`src/sv/srps_ram.sv`:
```
// generic single write port ram with registered read
module srps_ram #(
   parameter int WIDTH  = 8,
   parameter int DEPTH  = 16,
   parameter int ADDR_W = $clog2(DEPTH)
) (
   input  logic              clock,
   input  logic              wr_en,
   input  logic [ADDR_W-1:0] wr_addr,
   input  logic [WIDTH-1:0]  wr_data,
   input  logic              rd_en,
   input  logic [ADDR_W-1:0] rd_addr,
   output logic [WIDTH-1:0]  rd_data
);

   logic [WIDTH-1:0] mem [DEPTH];
   logic [WIDTH-1:0] rd_data_ff;

   always_ff @(posedge clock) begin
      if (wr_en) begin
         mem[wr_addr] <= wr_data;
      end
      if (rd_en) begin
         rd_data_ff <= mem[rd_addr];
      end
   end

   assign rd_data = rd_data_ff;

endmodule

```
`config.mk`:
```
export PLATFORM = sky130hd
export DESIGN_NAME = srps_ram
export DESIGN_NICKNAME = d
export VERILOG_FILES = /design/src/sv/srps_ram.sv
export SDC_FILE = /design/constraint.sdc
export NUM_CORES = 1
export LEC_CHECK = 0
export BUFFER_PORTS_ARGS = -buffer_cell sky130_fd_sc_hd__buf_4
export CAP_MARGIN = 20
export CORE_MARGIN = 2
export CORE_UTILIZATION = 40
export DETAILED_ROUTE_END_ITERATION = 7
export GPL_TIMING_DRIVEN = 0
export PLACE_DENSITY = 0.66
export SLEW_MARGIN = 15
export SYNTH_ARGS = -nofsm -noshare
export SYNTH_HDL_FRONTEND = slang
export SYNTH_SLANG_ARGS = --single-unit
```
`constraint.sdc`:
```
create_clock -name clock -period 2.2 [get_ports clock]
set_clock_uncertainty 0.05 [all_clocks]
set_input_delay 0.44 -clock clock [delete_from_list [all_inputs] [get_ports clock]]
set_output_delay 0.44 -clock clock [all_outputs]
set_load 0.05 [all_outputs]
```
* Yosys cells after proc, flatten, opt, wreduce, memory -nomap -nowiden
Memory sizes are Yosys's and may differ from the RTL's. A register that Yosys moved wholly into a read port is not among the register bits.
Cells that the tools add are included.
** Word-level totals
- Bits in registers :: 0
- Memory bits (writable) :: 128
- Input port bits :: 19
- Output and inout port bits :: 8
- Word-level logic and storage cells :: 3
- Memories :: 1
** Memory list
- mem :: depth 16, bits a word 8, read ports 1, clocked after memory_dff 1, wr ports 1, RTL line 16 : logic [WIDTH-1:0] mem [DEPTH];
** Cells by class
- Mux-type cells :: 2
** Operators by type and width (count)
- $mux 1 :: 2

* Logic depth before layout (Yosys ltp)
Gate-level depths: netlist (run 1).
- Word-level depth :: 2
- Mapped depth :: 5

* Worst setup path after synthesis (run 1)
Ideal clock, no wire load.
- Kind :: input to register
- From :: input port wr_addr[2]
- To :: memory mem[0][0], enable pin
- Library setup time :: 0.383 ns
- Arrival time :: 1.550 ns
- Data required time :: 1.767 ns
- Path slack :: 0.217 ns
- Stages :: 2
- Path buffers :: 0
- Cells stage by stage :: or3b_2 -> nor3_1
** RTL lines
- from (decl) :: RTL line 9 : input logic [ADDR_W-1:0] wr_addr,
- to (decl) :: RTL line 16
No word-level cell before the write port.

* Final worst setup path (run 1)
- From :: input port wr_addr[2]
- To :: memory mem[1][0], enable pin
No word-level cell before the write port.

==> summary by stage, run 1 <==
Placed design
The count of port buffers added during placement is 25. The half-perimeter wire length after placement is ~6300 um. Once placement completed, the tool counted placed cells totaling 427.

The congestion estimate from routability-driven global placement came to about 0.73. OpenSTA, run right after detailed placement, puts the worst setup slack at -23.3 ps.

Logic synthesis
The share of the Yosys chip area taken by registers is 0.781. For this run, the number of Yosys warnings is 0. Summing every instance area after synthesis gives ~5200 sq um. The synthesized design contains approximately 140 register bits.

The average cell area after synthesis is approximately 23 sq um. Synthesis instantiated 18 different standard cells from the library. The post-synthesis cell count is between 200 and 250.

The number of nets in the synthesized netlist is between 200 and 250.

CTS
The CTS tree is built. The total CTS buffers is 17. The H-tree generated during clock tree synthesis spans 4 levels. After clock tree synthesis, the flow added hold-fix buffers numbering 0.

The clock-pin slew on the worst setup and hold paths is 60 ps. Post-CTS timing repair inserted 0 buffers for setup. The buffer type at the clock tree root is sky130_fd_sc_hd__clkbuf_16. At the later pin of the worst-skew pair, clock insertion delay measures ~420 ps.

After clock tree synthesis, the repair step resized 0 gates. Counting along the longest clock path gives a buffer depth of 2. The count of clock tree sinks is 136.

Outcome
The flow ran to the end, and the final reports show no timing, DRC or antenna violations.

Layout
The count of cells in the finished layout, fillers not included, comes to 459. The number of nets at the end of the flow is ~290. The repair_antennas step left the layout with diodes totalling 0. The signed area change from the synthesized netlist to the final layout is 20.8%.

Of the cells placed in the final design, the portion with a size suffix greater than 1 is 0.300.

Timing
The final period utilization is 0.794. Setup repair after global routing left no endpoint under its margin. The post-layout worst setup margin is approximately 450 ps. The time the worst path needs with I/O delays and setup is 1750 ps. The count of endpoints failing hold in the final timing report was 0. Measured against its own limit, the worst slew margin works out to 0.459. Setup violations remaining at the end of the flow were counted as 0. Static timing analysis puts the maximum clock frequency at between 500 and 600 MHz.

The count of pins over their slew limit was 0. For the pin with the worst max-slew slack, the measured transition is 809 ps.

Route
The number of vias per cell is 5.29. Once detail routing completed, the nets flagged for antenna violations numbered 0. After detailed routing, the average wire length per cell comes to 21.3 um. The detailed router finished its first iteration with about 180 violations. After detailed routing, the number of remaining DRC violations is 0. The first detailed-routing pass took 4 iterations.

The via total after detailed routing is 2,428. The routed design has around 9800 um of wire.

Die
The floorplan core area is about 13,000 sq um. The die area is 14,000 sq um. The initial utilization of the core area, before any placement, comes to 0.413. Pin placement for this block handled 27 I/O pins. The die is approximately 120 um wide. The y dimension of the die is roughly 120 um. Row generation in the floorplan step produced 41 rows.

Worst setup path
The sort of element at the start of the critical path is a primary input. Of all nets on the critical path, the largest fanout is 8. In this design, the stage delay of the slowest critical-path cell is ~640 ps. The data arrival at the endpoint of the critical path is 1740 ps. The number of buffers and inverters on the critical path is 1. STA classifies the critical path endpoint as a flip-flop. The kind of cell adding the most delay to the critical path is simple AND/OR/NAND/NOR gates.

The setup path with the least slack is of type primary input to flip-flop. The slowest library cell on the worst path is sky130_fd_sc_hd__nor2_1. Setup slack on the worst reg-to-reg path comes out at 610 ps.

Walking the worst path, the cells encountered are buf_4 > or3b_2 > nor2_1. The worst endpoint required time is approximately 2200 ps.

Global routing
The number of global-route vias before repair is around 2.4k. The number of antenna violations at the first check in global routing is 0. Across every metal layer, demand over resource in global routing totals 0.146. The first global-routing pass estimated between 10,000 and 15,000 um of wire. Summed over all layers, the global routing overflow is 0. The pin count of the biggest net entering global routing is 17.

Pwr
In this run the static leakage power is between 2 and 2.5 nW. The peak ir drop on the vdd network is slightly below 0.6 mV. Power comes to around 6.4 mW. The power per standard cell area is a little over 1000 nW/um^2.

Hold path
The kind of path behind the tightest hold check is primary input to flip-flop.

Run
Across the run, the number of max-cap violations was 0.
per-stage QoR:
stage / cell area [sq um] / TNS [ps] / hold WS, ps / util
after global placement: 5630 / -3430 / 667 / 0.444
after CTS: 6310 / 0 / 235 / 0.498
final: 6310 / 0 / 247 / 0.498
after floorplan: 5230 / 0 / 489 / -
after global routing: 6310 / 0 / 248 / 0.498
after detailed placement: 5650 / -183 / 671 / 0.446
cells in the mapped netlist (all sizes together):
library cell / n / share of area
nand2b: 2 / 0.0024
nor3: 4 / 0.0038
and2: 1 / 0.0012
mux4: 32 / 0.15
and2b: 1 / 0.0014
edfxtp: 136 / 0.78
nor2: 13 / 0.0093
clkdlybuf4s25: 3 / 0.0057
or3b: 1 / 0.0017
a22oi: 16 / 0.023
nand3: 1 / 0.00096
nand2: 9 / 0.0065
buf: 7 / 0.011
nor2b: 1 / 0.0012
nand3b: 2 / 0.0029
worst paths after layout:
| kind | start | endpoint | cells past startpoint |
|---|---|---|---|
| max | wr_addr[2] | mem[1][0] | 3 |
| min | rd_en | rd_data[2] | 1 |
| max reg2reg | mem[11][0] | rd_data[0] | 3 |
| min reg2reg | mem[11][3] | rd_data[3] | 3 |
flip-flops by register name, indices dropped and copies added, names as in the netlist:
name     count
rd_data      8
mem        128
metal layers:
layer / vias to the layer above / wire length, um / GRT usage
li1: 1076 / - / -
met1: 1270 / 4410 / 0.194
met2: 68 / 4770 / 0.228
met3: 14 / 390 / 0.0372
met4: 0 / 210 / 0.0640
met5: - / 0 / 0
area by class of cell:
class,count,area (sq um)
fill,999,6360
sequential,136,4080
multi-input combinational,83,1070
clock buffer,19,433
clock inverter,13,226
tap,172,215
timing repair buffer,26,195
buffer,10,86.3
power by group:
part           switching [mW]  leakage (nW)  internal, mW  total, mW
registers              0.0122          1.24          2.92       2.93
clock network            1.00         0.304          2.12       3.12
logic                   0.205         0.548         0.130      0.335
placed cells by master, fill, tap and decap left out:
cell	count
sky130_fd_sc_hd__nand2_1	9
sky130_fd_sc_hd__bufinv_16	6
sky130_fd_sc_hd__clkdlybuf4s25_2	3
sky130_fd_sc_hd__buf_6	3
sky130_fd_sc_hd__or3b_2	1
sky130_fd_sc_hd__clkinvlp_4	4
sky130_fd_sc_hd__clkinv_1	2
sky130_fd_sc_hd__mux4_1	14
sky130_fd_sc_hd__nor2b_1	1
sky130_fd_sc_hd__clkbuf_16	17
sky130_fd_sc_hd__a22oi_1	16
sky130_fd_sc_hd__and2_1	1
sky130_fd_sc_hd__clkbuf_1	2
sky130_fd_sc_hd__nor3_1	1
sky130_fd_sc_hd__mux4_2	18
sky130_fd_sc_hd__buf_4	27
sky130_fd_sc_hd__buf_2	3
sky130_fd_sc_hd__nand3b_1	2
sky130_fd_sc_hd__clkinv_4	1
sky130_fd_sc_hd__nor2_1	13
sky130_fd_sc_hd__nand2b_1	2
sky130_fd_sc_hd__nand3_1	1
sky130_fd_sc_hd__edfxtp_1	136
sky130_fd_sc_hd__nor3_2	3
sky130_fd_sc_hd__and2b_1	1
kinds of logic after synthesis:
kind of cell           synth area share
multiplexers                      0.148
flip-flops                        0.781
buffers and inverters            0.0165
AND/OR/NAND/NOR                  0.0314
AO/OA/AOI/OAI                    0.0230
No activity file was read; power rests on OpenSTA's default activity.
==> inputs of run 2 (changes only) <==
clock period = 1.8 ns   (was 2.2 ns; I/O delays follow)
==> run 2 against run 1 <==
Clock power decreased by 2%. First-iteration DRC count increased by 5.5%. Critical path depth unchanged. Global-route usage increased by 0.79 points. Final cell count decreased by 0.65%. Largest cell class unchanged. Largest power group is now sequential cells.
==> summary by stage, run 2 (synthesis gave the netlist of run 1 again) <==
Outcome
The run finished with clean final reports.

Pwr
The reported leakage power is 2.03 nW (-2.8%). The peak ir drop on the vdd network is 0.711 mV (+19%). The power per standard cell area is 1140 nW/um^2 (+13%).

The overall power after layout is 7.06 mW (+11%).

Die
The floorplan core area is 12,700 sq um (unchanged). The die area came to 14,000 sq um (unchanged). The die boundary width is 118 um (unchanged). The y dimension of the die was 118 um (unchanged). The number of I/O pins is 27 (unchanged). The starting density of the core was 0.413 (unchanged). The total number of placement rows came to 41 (unchanged).

CTS
The CTS tree is built. The H-tree level count is 4 (unchanged). The maximum clock insertion buffer count came to 2 (unchanged).

The count of clock tree sinks is 136 (unchanged). The buffer type at the clock tree root is sky130_fd_sc_hd__clkbuf_16. The number of resized instances in the post-cts repair step was 0 (unchanged). The insertion delay of the later-clocked pin in the worst-skew pair came to 410 ps (about the same). The clock-pin slew on the worst setup and hold paths is 60 ps (about the same). The total setup buffers inserted after CTS was 0 (unchanged). The hold buffer count at cts is 0 (unchanged). The total CTS buffers is 17 (unchanged).

Layout
The flip-flop count of the largest register, all copies and words added is 128 (unchanged). Leaving out fill and tap cells, the most frequent cells in the layout are 136 x sky130_fd_sc_hd__edfxtp_1, 26 x sky130_fd_sc_hd__buf_4, 18 x sky130_fd_sc_hd__mux4_2, 17 x sky130_fd_sc_hd__clkbuf_16, 16 x sky130_fd_sc_hd__a22oi_1. The commonest non-fill, non-tap cell in the layout is sky130_fd_sc_hd__edfxtp_1. The filler cell count in the final layout was 1,023 (+2.4%).

The final antenna diode count is 0 (unchanged). The largest register by flop count is mem. Relative to the synthesized area, the layout overhead comes to 18.0%. The number of nets at the end of the flow came to 292 (-0.34%). The final instance area came to 6170 sq um (-2.3%). The layout cell share with drive strength beyond 1 came to 0.292 (-0.00740).

Timing
The worst-case headroom to the max-slew limit came to 0.440 (-0.0188). The count of endpoints failing hold in the final timing report was 0 (unchanged). The count of pins over their slew limit is 0 (unchanged).

The time the worst path needs with I/O delays and setup is 1680 ps. Setup repair after global routing left no endpoint under its margin. For this run, the top clock speed supported by timing is just under 600 MHz.

The transition time at the pin with the least slew margin was 837 ps (+28.1 ps). The number of setup violations in the final report is 0 (unchanged). Of the available clock period, the critical path in the final layout requires 0.934.

Placed design
The post-placement cell area was 5650 sq um (about the same). The half-perimeter wire length after placement is 6340 um (+0.72%). The final estimated routing congestion in global placement was 0.719 (-1.1%). The count of port buffers added during placement came to 25 (unchanged).

Route
The number of detailed-route iterations in the first pass is 4 (unchanged). The routed length per placed instance was 22.1 um (+3.8%). The number of design-rule violations left by the first detailed-router iteration came to 191 (+5.5%). The via total after detailed routing is 2,442 (+0.58%). The DRC violations left is 0 (unchanged).

The residual antenna-violating net count after detailed routing is 0 (unchanged). The final wirelength is 10,100 um (+3.1%). The number of vias per cell is 5.36 (+1.2%).

Worst setup path
The critical path goes through buf_4 > or3b_2 > nor2_1. The kind of cell adding the most delay to the critical path is simple AND/OR/NAND/NOR gates. The worst setup path is of the primary input to flip-flop kind. The maximum fanout encountered on the critical timing path came to 8 (unchanged). The setup slack of the worst register-to-register path is 240 ps (-370 ps). The number of buffers and inverters on the critical path is 1 (unchanged). The delay of the slowest cell on the worst path was 660 ps (+20 ps).

STA classifies the critical path startpoint as a primary input. The number of cells on the worst reg-to-reg path is 3 (unchanged). The worst endpoint required time is 1780 ps (-410 ps). The origin of the critical flop-to-flop path is mem[8][5]. The endpoint identified for the worst register-to-register timing path is rd_data[5]. The capturing element type of the critical path is a flip-flop. The data arrival at the endpoint of the critical path is 1660 ps (-80 ps). The slowest library cell on the worst path is sky130_fd_sc_hd__nor2_1.

Global routing
The overall global routing resource usage came to 0.154 (+0.00794). The number of global-route vias before repair is 2,487 (+4.7%). The global-route wire length before repair is 15,400 um (+7.5%). The pin count of the biggest net entering global routing is 17 (unchanged). The number of antenna violations at the first check in global routing is 0 (unchanged). The total grt overflow came to 0 (unchanged).

Hold path
The min-delay analysis places its worst path in the category primary input to flip-flop. The startpoint identified for the worst hold timing path is rd_en. The path with the worst hold slack has its endpoint at rd_data[2].

The number of cells on the worst hold path is 1 (unchanged).

Run
The number of max-cap violations is 0 (unchanged).
==> run 2: cell count changes in the layout (fill, tap and decap cells not counted), sizes merged <==
cell | previous run | this run
buf | 33 | 32
bufinv | 6 | 1
clkinv | 3 | 8
clkinvlp | 4 | 2
==> run 2: where the power goes <==
part           total (mW)  internal [mW]  switching (mW)
logic               0.409          0.158           0.250
registers            3.59           3.57          0.0160
clock network        3.07           1.86            1.21
==> run 2: layout make-up <==
type                    count  area, sq um  area share
flip-flops and latches    136         4080       0.662
multi-input cells          83         1080       0.175
clock buffers              19          433      0.0702
well taps                 172          215      0.0349
repair buffers             25          188      0.0304
plain buffers              10         86.3      0.0140
clock inverters            11         85.1      0.0138
==> run 2: routing by layer <==
metal  part of all wire  global-route usage
met5                  0                   0
met4              0.013              0.0610
met3              0.053              0.0386
met2               0.49               0.237
met1               0.45               0.211
==> run 2: worst max-delay path by stage <==
stage | slack, ps | start | cells after the start | to
global route | 70 | wr_addr[2] | 3 | mem[3][5]
CTS | 110 | wr_addr[2] | 3 | mem[2][5]
finish | 120 | wr_addr[2] | 3 | mem[2][2]
global placement | -370 | wr_addr[2] | 3 | mem[8][3]
floorplan | 110 | rd_addr[0] | 5 | rd_data[1]
detailed placement | -310 | wr_addr[2] | 3 | mem[2][7]
==> run 2: stage by stage <==
step                      std cells  hold slack, ps   util  setup WS (ps)  TNS [ps]
final                           456             183  0.487            118         0
after global routing            456             169  0.487           67.0         0
after CTS                       456             172  0.487            111         0
after detailed placement        426             595  0.446           -315    -11440
after global placement          426             592  0.445           -375    -17650
after floorplan                 229             409      -            108         0
==> inputs of run 3 (changes only) <==
ABC_AREA = 1   (was default)
==> run 3 against run 2 <==
Wire length grew 38%. Cell area grew 10%. Largest cell class unchanged. Fmax grew 17%. Register-to-register slack gained 300 ps. Combinational power grew 29%. Hold slack lost 28 ps. Setup slack gained 240 ps. Sequential power is essentially flat. Area after synthesis grew 12%. First-iteration DRC count grew 150%. Clock power grew 7.8%.
==> summary by stage, run 3 <==
CTS
The maximum clock insertion buffer count is 2 (unchanged). The H-tree level count is 4 (unchanged). The insertion delay of the later-clocked pin in the worst-skew pair is 420 ps (about the same). The hold buffer count at cts came to 0 (unchanged). The total CTS buffers is 17 (unchanged). The count of clock tree sinks is 136 (unchanged). The buffer type at the clock tree root is sky130_fd_sc_hd__clkbuf_16. The CTS tree is built. The total setup buffers inserted after CTS was 0 (unchanged). The clock-pin slew on the worst setup and hold paths is 60 ps (about the same). The number of resized instances in the post-cts repair step came to 0 (unchanged).

Global routing
The number of antenna violations at the first check in global routing was 0 (unchanged). The global-route wire length before repair came to 21,500 um (+40%). The total grt overflow is 0 (unchanged). The number of global-route vias before repair is 3,838 (+54%). The pin count of the biggest net entering global routing was 17 (unchanged). The overall global routing resource usage is 0.185 (+0.0315).

Run
The number of max-cap violations is 0 (unchanged).

Pwr
The overall power after layout is 7.43 mW (+5.2%). The power per standard cell area was 1090 nW/um^2 (-4.7%). The peak ir drop on the vdd network came to 0.647 mV (-9.0%). The reported leakage power was 2.92 nW (+44%).

Worst setup path
Walking the worst path, the cells encountered are buf_4 > nand3b_1 > nor2_1. STA classifies the critical path startpoint as a primary input. The classification of the worst setup path is primary input to flip-flop.

The data arrival at the endpoint of the critical path was 1440 ps (-220 ps). The worst endpoint required time is 1800 ps (+20 ps). The capturing element type of the critical path is a flip-flop. The delay of the slowest cell on the worst path is 690 ps (+30 ps). The maximum fanout encountered on the critical timing path is 8 (unchanged). The number of buffers and inverters on the critical path came to 1 (unchanged). The slowest library cell on the worst path is sky130_fd_sc_hd__nor2_1. The kind of cell with the highest combined delay along the critical path is simple AND/OR/NAND/NOR gates.

Logic synthesis
The top flip-flop cell by instance count after synthesis is sky130_fd_sc_hd__edfxtp_1. The post-synthesis register bit count is 136 (unchanged). The post-synthesis cell count came to 551 (+140%). By instance count, the leading cell after synthesis is sky130_fd_sc_hd__nand2_1. The top cell type by total area after synthesis is sky130_fd_sc_hd__edfxtp_1. The number of enable-type register cells in the synthesized netlist came to 136 (unchanged). After synthesis, the most frequently instantiated cells are 173 x sky130_fd_sc_hd__nand2_1, 136 x sky130_fd_sc_hd__edfxtp_1, 100 x sky130_fd_sc_hd__inv_1. The synthesis warning total was 0 (unchanged). The post-synthesis async set-or-reset flop share is 0 (unchanged).

Yosys attributes the largest share of cell area to sky130_fd_sc_hd__edfxtp_1 70%, sky130_fd_sc_hd__nand2_1 11%, sky130_fd_sc_hd__nand3_1 8.3%, sky130_fd_sc_hd__inv_1 6.4%, sky130_fd_sc_hd__buf_6 1.2%. The post-synthesis instance area came to 5850 sq um (+12%). The sequential cell area fraction in the yosys report is 0.698 (-0.0828). The fraction of post-synthesis cell area in the top cell type by area was 0.698 (-0.0828). The number of distinct library cells after synthesis is 11 (-7). The number of nets produced by synthesis is 570 (+130%). The average cell area after synthesis is 10.6 sq um (-54%).

Timing
The post-layout worst setup margin is 357 ps (+239 ps). The count of pins over their slew limit came to 0 (unchanged). The time the worst path needs with I/O delays and setup is 1440 ps (-239 ps).

The worst hold slack is 155 ps (-27.8 ps). The number of setup violations in the final report is 0 (unchanged). The worst-case headroom to the max-slew limit is 0.429 (-0.0115).

The final period utilization came to 0.801 (-0.133). The count of endpoints failing hold in the final timing report is 0 (unchanged). Setup repair after global routing left no endpoint under its margin.

The transition time at the pin with the least slew margin was 854 ps (+17.2 ps). The maximum clock frequency is 693 MHz (+17%).

Route
The final wirelength is 13,900 um (+38%). The routed length per placed instance is 17.6 um (-21%). The routed length on met3 was 1080 um (+100%).

The total length of routed met2 wires was 6240 um (+27%). The number of vias per cell was 4.96 (-7.5%). The number of design-rule violations left by the first detailed-router iteration is 474 (+150%). The DRC violations left is 0 (unchanged). The met1 wire length is 6200 um (+37%). The number of detailed-route iterations in the first pass was 6 (+2). The via total after detailed routing is 3,915 (+60%). The top layer reached by signal wires is met4. The residual antenna-violating net count after detailed routing is 0 (unchanged).

Placed design
The final estimated routing congestion in global placement was 0.915 (+27%). The placed cell count is 758 (+78%). The count of port buffers added during placement was 23 (-8.0%). The post-placement setup slack came to -70.0 ps (+245 ps). The half-perimeter wire length after placement was 9280 um (+46%).

Die
The die area came to 15,600 sq um (+11%). The floorplan core area is 14,400 sq um (+14%). The die boundary width is 125 um (+5.6%). The starting density of the core is 0.405 (-0.00720). The number of I/O pins is 27 (unchanged). The y dimension of the die is 125 um (+5.6%). The total number of placement rows came to 44 (+7.3%).

Layout
The final instance count without filler cells was 790 (+73%). From synthesis to final layout, the design area changed by 16.5%. The final standard cell utilization of the core is 0.472 (-0.0145). The number of nets at the end of the flow is 612 (+110%). The final antenna diode count came to 0 (unchanged).

Leaving out fill and tap cells, the most frequent cells in the layout are 173 x sky130_fd_sc_hd__nand2_1, 136 x sky130_fd_sc_hd__edfxtp_1, 100 x sky130_fd_sc_hd__inv_1, 97 x sky130_fd_sc_hd__nand3_1, 27 x sky130_fd_sc_hd__buf_4. The commonest non-fill, non-tap cell in the layout is sky130_fd_sc_hd__nand2_1. The layout cell share with drive strength beyond 1 came to 0.129 (-0.164). The flip-flop count of the largest register, all copies and words added is 128 (unchanged).

mem holds more flip-flops than any other register.

Hold path
In this run the worst hold path is classified as primary input to flip-flop.

Outcome
The flow ran to the end, and the final reports show no timing, DRC or antenna violations.
-- run 3: logic make-up after synthesis --
logic type / share of synthesized area
and+or+nand+nor: 0.208
DFF: 0.698
buffers and inverters: 0.0939
-- run 3: final cells by class --
type | instances | area (sq um)
timing repair buffer | 23 | 173
clock buffer | 18 | 429
inverter | 102 | 383
tap | 184 | 230
buffer | 24 | 166
clock inverter | 14 | 134
fill | 1326 | 7610
multi-input combinational | 289 | 1210
sequential | 136 | 4080
-- run 3: per-layer routing --
| layer | vias up | track usage |
|---|---|---|
| li1 | 1866 | - |
| met1 | 1855 | 0.262 |
| met2 | 168 | 0.282 |
| met3 | 26 | 0.0374 |
| met4 | 0 | 0.0765 |
| met5 | - | 0 |
-- run 3: metrics by stage --
step	area, sq um	TNS, ps
after global routing	6810	0
after detailed placement	6250	-2130
after CTS	6810	0
after floorplan	5850	0
final	6810	0
after global placement	6250	-582
-- run 3: worst paths after layout --
check,slack [ps],endpoint,cells past startpoint,startpoint
setup / recovery,360,mem[9][2],3,wr_addr[2]
hold / removal,150,rd_data[4],1,rd_en
setup reg to reg,540,rd_data[3],6,mem[13][3]
hold reg to reg,750,rd_data[7],6,mem[5][7]
-- run 3: where the power goes --
group,switching (mW),internal [mW],leakage [nW]
Combinational,0.377,0.152,1.41
Sequential,0.0172,3.57,1.24
Clock,1.30,2.02,0.273
Total,1.69,5.74,2.92
